### config.mk
export PLATFORM = sky130hd
export DESIGN_NAME = atcr_ctrl
export DESIGN_NICKNAME = d
export VERILOG_FILES = /design/src/design/atcr_pkg.sv /design/src/design/atcr_ctrl.sv
export SDC_FILE = /design/constraint.sdc
export NUM_CORES = 1
export LEC_CHECK = 0
export BUFFER_PORTS_ARGS = -buffer_cell sky130_fd_sc_hd__buf_2
export CORE_AREA = 3 3 51 48
export DETAILED_ROUTE_END_ITERATION = 10
export DIE_AREA = 0 0 54 51
export GPL_ROUTABILITY_DRIVEN = 0
export GPL_TIMING_DRIVEN = 0
export PLACE_DENSITY = 0.79
export RECOVER_POWER = 25
export SLEW_MARGIN = 40
export SYNTH_ARGS = -nofsm -noshare
export SYNTH_HDL_FRONTEND = slang
export SYNTH_SLANG_ARGS = --single-unit
### constraint.sdc
create_clock -name clk -period 5.07 [get_ports clk]
set_input_delay 0.507 -clock clk [delete_from_list [all_inputs] [get_ports clk]]
set_output_delay 0.507 -clock clk [all_outputs]
set_load 0.02 [all_outputs]
### src/design/atcr_pkg.sv
// Shared types and constants for the tile collision resolver.
`default_nettype none
package atcr_pkg;

  // Coordinate width inside the datapath (Q16.16 world values plus grid products)
  localparam int CW = 56;
  // Signed width of a cell index from the divider
  localparam int QW = 20;
  // Tile size register width
  localparam int TSW = 16;
  // Stream payload widths
  localparam int IN_DW = 240;
  localparam int OUT_DW = 136;
  localparam int CFG_IW = 2;

  // Configuration register indexes
  localparam logic [CFG_IW-1:0] REG_TILE_SIZE = 2'd0;
  localparam logic [CFG_IW-1:0] REG_ORIGIN_X = 2'd1;
  localparam logic [CFG_IW-1:0] REG_ORIGIN_Y = 2'd2;

  localparam logic [TSW-1:0] TILE_SIZE_RST = 16'd16;

  // Opcodes
  localparam logic OP_WRITE = 1'b0;
  localparam logic OP_RESOLVE = 1'b1;

  // Divider operand selects
  localparam logic [1:0] SEL_LEFT = 2'd0;
  localparam logic [1:0] SEL_RIGHT = 2'd1;
  localparam logic [1:0] SEL_TOP = 2'd2;
  localparam logic [1:0] SEL_BOTTOM = 2'd3;

  // Controller to datapath commands
  typedef struct packed {
    logic load;
    logic tile_wr;
    logic bounds;
    logic div_start;
    logic div_store;
    logic restore;
    logic mul_x;
    logic mul_y;
    logic scan_init;
    logic rd;
    logic ev1;
    logic ev2;
    logic set_settled;
    logic apply;
    logic out_load;
    logic clr_step;
  } cmd_t;

  // Datapath to controller status
  typedef struct packed {
    logic is_write;
    logic skip;
    logic div_done;
    logic sel_last;
    logic span_bad;
    logic scan_last;
    logic found;
    logic pass_last;
    logic clr_done;
    logic out_free;
  } sts_t;

endpackage
`default_nettype wire

### src/design/atcr_ctrl.sv
// Controller state machine sequencing passes, divisions and the cell scan.
`default_nettype none
module atcr_ctrl (
  input  wire logic           clk,
  input  wire logic           rst,
  input  wire logic           in_valid,
  output logic                in_ready,
  input  wire atcr_pkg::sts_t sts,
  output atcr_pkg::cmd_t      cmd
);
  import atcr_pkg::*;

  typedef enum logic [14:0] {
    S_CLEAR    = 15'b000000000000001,
    S_IDLE     = 15'b000000000000010,
    S_DECIDE   = 15'b000000000000100,
    S_BOUNDS   = 15'b000000000001000,
    S_DIV_GO   = 15'b000000000010000,
    S_DIV_WAIT = 15'b000000000100000,
    S_SPAN     = 15'b000000001000000,
    S_MUL_X    = 15'b000000010000000,
    S_MUL_Y    = 15'b000000100000000,
    S_INIT     = 15'b000001000000000,
    S_RD       = 15'b000010000000000,
    S_EV1      = 15'b000100000000000,
    S_EV2      = 15'b001000000000000,
    S_PEND     = 15'b010000000000000,
    S_FINISH   = 15'b100000000000000
  } state_t;

  state_t state, state_next;

  always_ff @(posedge clk) begin
    if (rst) begin
      state <= S_CLEAR;
    end else begin
      state <= state_next;
    end
  end

  assign in_ready = (state == S_IDLE);

  always_comb begin
    state_next = state;
    cmd = '0;
    case (state)
      S_CLEAR: begin
        cmd.clr_step = 1'b1;
        if (sts.clr_done) state_next = S_IDLE;
      end
      S_IDLE: begin
        if (in_valid) begin
          cmd.load = 1'b1;
          state_next = S_DECIDE;
        end
      end
      S_DECIDE: begin
        if (sts.is_write) begin
          cmd.tile_wr = 1'b1;
          state_next = S_FINISH;
        end else if (sts.skip) begin
          state_next = S_FINISH;
        end else begin
          state_next = S_BOUNDS;
        end
      end
      S_BOUNDS: begin
        cmd.bounds = 1'b1;
        state_next = S_DIV_GO;
      end
      S_DIV_GO: begin
        cmd.div_start = 1'b1;
        state_next = S_DIV_WAIT;
      end
      S_DIV_WAIT: begin
        if (sts.div_done) begin
          cmd.div_store = 1'b1;
          state_next = sts.sel_last ? S_SPAN : S_DIV_GO;
        end
      end
      S_SPAN: begin
        if (sts.span_bad) begin
          cmd.restore = 1'b1;
          state_next = S_FINISH;
        end else begin
          cmd.mul_x = 1'b1;
          state_next = S_MUL_X;
        end
      end
      S_MUL_X: begin
        cmd.mul_y = 1'b1;
        state_next = S_MUL_Y;
      end
      S_MUL_Y: begin
        state_next = S_INIT;
      end
      S_INIT: begin
        cmd.scan_init = 1'b1;
        state_next = S_RD;
      end
      S_RD: begin
        cmd.rd = 1'b1;
        state_next = S_EV1;
      end
      S_EV1: begin
        cmd.ev1 = 1'b1;
        state_next = S_EV2;
      end
      S_EV2: begin
        cmd.ev2 = 1'b1;
        state_next = sts.scan_last ? S_PEND : S_RD;
      end
      S_PEND: begin
        if (!sts.found) begin
          cmd.set_settled = 1'b1;
          state_next = S_FINISH;
        end else begin
          cmd.apply = 1'b1;
          state_next = sts.pass_last ? S_FINISH : S_BOUNDS;
        end
      end
      S_FINISH: begin
        if (sts.out_free) begin
          cmd.out_load = 1'b1;
          state_next = S_IDLE;
        end
      end
      default: state_next = S_CLEAR;
    endcase
  end
endmodule
`default_nettype wire

* After elaboration in Yosys (flattened, before gate mapping) *
Index checks and enable logic that the tools add are counted.

operators by class
  add/sub/neg operators = 0
  shift-type cells = 0
  equality and inequality tests = 19
  $lt $le $gt $ge = 0
  reductions and logical operators = 1
  bitwise operators = 0
  div/mod/pow operators = 0
  multiply operators = 0
  mux-type cells = 34

operators with widths
  operator                                                                  count
  15-bit one-hot mux with 15 select lines                                   1
  15-bit 2-to-1 mux                                                         9
  1-bit 2-to-1 mux                                                          20
  15-bit by 1-bit equality test with 1-bit output (second input constant)   1
  15-bit by 10-bit equality test with 1-bit output (second input constant)  1
  15-bit by 11-bit equality test with 1-bit output (second input constant)  1
  15-bit by 12-bit equality test with 1-bit output (second input constant)  1
  15-bit by 13-bit equality test with 1-bit output (second input constant)  1
  15-bit by 14-bit equality test with 1-bit output (second input constant)  1
  15-bit equality test (second input constant)                              1
  15-bit by 2-bit equality test with 1-bit output (second input constant)   1
  15-bit by 3-bit equality test with 1-bit output (second input constant)   1
  15-bit by 4-bit equality test with 1-bit output (second input constant)   1
  15-bit by 5-bit equality test with 1-bit output (second input constant)   1
  15-bit by 6-bit equality test with 1-bit output (second input constant)   1
  15-bit by 7-bit equality test with 1-bit output (second input constant)   1
  15-bit by 8-bit equality test with 1-bit output (second input constant)   1
  15-bit by 9-bit equality test with 1-bit output (second input constant)   1
  14-bit 2-to-1 mux                                                         1
  2-bit inequality test (second input constant)                             4
  7-bit 2-to-1 mux                                                          1
  2-bit 2-to-1 mux                                                          2
  4-bit AND reduction                                                       1

storage, ports and cells
  memories kept = 0
  memory bits (writable) = 0
  bits of input ports = 13
  register bits after elaboration = 15
  bits in latches = 0
  ROM bits = 0
  output and inout bits = 17
  word-level logic and storage cells = 55

* Longest topological paths before layout *
  depth after elaboration = 3
  gate-level depth with buffers = 7
  mapped depth without buffers = 5

* Worst setup path before layout *
OpenSTA, ideal clock, no wires.

  path type = reg-to-output
  from = register state[4]
  to = output port cmd[15] (netlist bit)
  path slack = 2.386 ns
  cell stages (with the launch flop) = 5
  data required time = 4.563 ns
  data arrival time = 2.177 ns
  path through = dfxtp_1 > or4_1 > buf_2 > nor4_1 > and2_1

RTL lines
  what                    RTL line         text
  from (decl)             atcr_ctrl.sv:31  state_t state, state_next;
  from (signal assigned)  atcr_ctrl.sv:37  state <= state_next;
  to (decl)               atcr_ctrl.sv:9   output atcr_pkg::cmd_t cmd

==> impl_metrics.env <==
export IMPL_status="finished, final reports clean"
export IMPL_core_area_sq_um=1930
export IMPL_drt_first_pass_iters=4
export IMPL_avgSynthCellArea_sq_um=8.23
export IMPL_cpPeakStageDelay_ns=0.52
export IMPL_regMostFlops="state"
export IMPL_post_cts_buffers=0
export IMPL_synth_top_area_frac=0.290
export IMPL_ys_top_cells_by_area="dfxtp_1, nor2_1, or4_4, and2_1, nor4_1"
export IMPL_synthMuxAreaShare=0
export IMPL_synth_top_family_by_area="simple AND/OR/NAND/NOR gates"
export IMPL_grt_overflow=0
export IMPL_clock_skew_ns=0.00325
export IMPL_multi_input_area_sq_um=696
export IMPL_ys_warn_count=0
export IMPL_finalSetupViolCount=0
export IMPL_syn2layout_area_growth_pct=18.9
export IMPL_grt_pass1_wl_microns=4630
export IMPL_arrival_ns=2.44
export IMPL_ff_latch_area_sq_um=300
export IMPL_place_hpwl_microns=2100
export IMPL_cts_root_buf="clkbuf_4"
export IMPL_synth_xor_area_share=0.0338
export IMPL_synth_compound_area_frac=0.131
export IMPL_yosys_area_top_type="dfxtp_1"
export IMPL_fp_dieH_microns=51
export IMPL_worstSetupPathType="flop to primary output"
export IMPL_p_leak_nw=0.559
export IMPL_setup_slack_ns=2.12
export IMPL_grt_max_degree=11
export IMPL_largest_reg_flops=15
export IMPL_antenna_found_initial=0
export IMPL_clock_sinks=15
export IMPL_crit_path_cell_trace="or4_1 > clkbuf_1 > or4_1 > clkbuf_1 > nor2_1 > buf_2"
export IMPL_p_per_area_nw_per_um2=221
export IMPL_power_net_switching_mw=0.0876
export IMPL_rows=15
export IMPL_ys_ff_latch=15
export IMPL_hold_violations=0
export IMPL_grt_use_total=0.232
export IMPL_netlist_instances=126
export IMPL_post_route_drc_count=0
export IMPL_r2r_start="state[4]"
export IMPL_via_per_inst=5.91
export IMPL_synthesis_nets=139
export IMPL_finalInstanceArea_sq_um=1230
export IMPL_post_route_period_util=0.582
export IMPL_fin_crit_ns=2.95
export IMPL_crit_slowest_cell="or4_1"
export IMPL_worstPathMaxFanout=8
export IMPL_cp_required_ns=4.56
export IMPL_cts_repair_resized=0
export IMPL_port_buffers=29
export IMPL_cts_tree="built"
export IMPL_ios=30
export IMPL_power_share_sequential=0.475
export IMPL_fin_nets=173
export IMPL_min_from="sts[5]"
export IMPL_drtAntennaViolNets=0
export IMPL_fmax_mhz=339
export IMPL_min_path_type="primary input to flop"
export IMPL_fill_cells=178
export IMPL_dieArea_sq_um=2750
export IMPL_power_total_mw=0.273
export IMPL_yosysSeqAreaShare=0.290
export IMPL_synth_area_sq_um=1040
export IMPL_place_worst_setup_slack_ns=2.54
export IMPL_worstMarginPinSlew_ns=0.548
export IMPL_clkLatencyLatePin_ns=0.29
export IMPL_dpl_cell_area_sq_um=1210
export IMPL_final_setup_tns_ns=0
export IMPL_cp_startpoint="state[4]"
export IMPL_clk_pin_slew_worst_paths_ns=0.09
export IMPL_peakVddDrop_mv=0.195
export IMPL_combPwrFrac=0.268
export IMPL_synth_cell_types=44
export IMPL_rsz0062_at_grt="no"
export IMPL_switching_share=0.322
export IMPL_htree_levels=1
export IMPL_worst_slew_margin_rel=0.631
export IMPL_slew_violations=0
export IMPL_clockBufferDepth=2
export IMPL_vias=1088
export IMPL_critPathBufInv=3
export IMPL_hold_buffers=0
export IMPL_drive_above_1_share=0.283
export IMPL_die_width_microns=54
export IMPL_synth_fa_ha_area_frac=0
export IMPL_wl_per_cell_microns=14.6
export IMPL_largestRegisters="state (15)"
export IMPL_grt_pass1_vias=1097
export IMPL_initial_utilization=0.537
export IMPL_drv_cap=0
export IMPL_synthSimpleGateAreaFrac=0.509
export IMPL_p_int_mw=0.185
export IMPL_wirelength_microns=2690
export IMPL_critPathCaptureType="primary output"
export IMPL_cp_top_family="simple AND/OR/NAND/NOR gates"
export IMPL_cts_buffers_inserted=3
export IMPL_clkPwrFrac=0.257
export IMPL_drt_first_iter_violations=18
export IMPL_hold_ws_ns=0.418
export IMPL_n_antenna_cell=0
export IMPL_start_kind="flop"
## per-layer routing
layer  routed length, microns  global-route usage  part of all wire  vias up
met5                        0                   0                 0        -
met4                       66               0.129             0.025        0
met3                      180              0.0554             0.067        6
met2                     1250               0.383              0.46       36
met1                     1200               0.270              0.44      505
li1                         -                   -                 -      541
## path summary, 6_finish.rpt
path                            endpoint  depth (start not counted)  slack, ns
worst min-delay path            state[7]                          2       0.42
worst max-delay path              cmd[6]                          6       2.12
worst max register to register  state[0]                          7       2.75
worst min register to register  state[9]                          1       0.57
## metrics by stage
| stage | cells | util |
|---|---|---|
| after global routing | 184 | 0.638 |
| after CTS | 184 | 0.641 |
| after floorplan | 126 | - |
| after detailed placement | 180 | 0.628 |
| after global placement | 180 | 0.628 |
| final | 184 | 0.638 |
## worst reg2reg max path: stages, from the launching register on
cell and delay (ns):
dfxtp_1 0.37, or4_1 0.52, clkbuf_1 0.25, or4_1 0.52, clkbuf_1 0.19, a21oi_2 0.13, a311o_1 0.12, o31ai_1 0.09
## final cells by class
class | count | share of cell area
well taps | 25 | 0.0254
clock buffers | 4 | 0.0213
multi-input cells | 102 | 0.564
inverters | 4 | 0.0122
flip-flops and latches | 15 | 0.243
repair buffers | 29 | 0.118
plain buffers | 5 | 0.0162
## cells by family (layout without fill, tap and decap cells)
group	Yosys count	after routing
buffers and inverters	9	42
xor gates and xnor gates	4	4
AOI/OAI and AO/OA	20	20
and+or+nand+nor	78	78
DFF	15	15
## Yosys cell counts (all sizes together)
library cell,instances
and4bb,1
nand4,1
o21ai,8
xnor2,1
and4,2
and4b,2
nor4,10
nand2b,5
nor2b,1
xor2,3
o21a,1
buf,3
inv,4
or2,2
a32oi,1
o32a,1
or4,7
or3,1
nor2,14
and3b,1
nor3,8
and3,3
nand3b,2
o21ba,2
dfxtp,15
nand3,1
a21oi,3
nor3b,1
nor4b,4
clkbuf,2
a31oi,1
o31ai,1
and2,7
a311o,1
nand2,5
a21o,1
## cells in the final DEF (no fill, tap or decap), types with 2 or more instances in the layout
cell,n
a21oi_1,2
and2_1,7
and3_1,3
and4_1,2
and4b_1,2
buf_2,30
clkbuf_1,5
clkbuf_4,3
dfxtp_1,15
inv_1,4
nand2_1,5
nand2b_1,5
nand3b_1,2
nor2_1,14
nor3_1,8
nor4_1,7
nor4_2,3
nor4b_1,2
o21ai_0,7
or4_1,4
or4_4,3
xor2_1,3
## power by group through the flow
stage | logic (mW) | registers (mW) | clock network (mW)
2_1_floorplan | 0.0526 | 0.130 | 0
3_3_place_gp | 0.0704 | 0.132 | 0
3_5_place_dp | 0.0725 | 0.132 | 0
4_1_cts | 0.0731 | 0.129 | 0.0722
5_1_grt | 0.0803 | 0.131 | 0.0787
6_report | 0.0731 | 0.130 | 0.0700
Note: power is estimated with default switching activity, not from simulation.
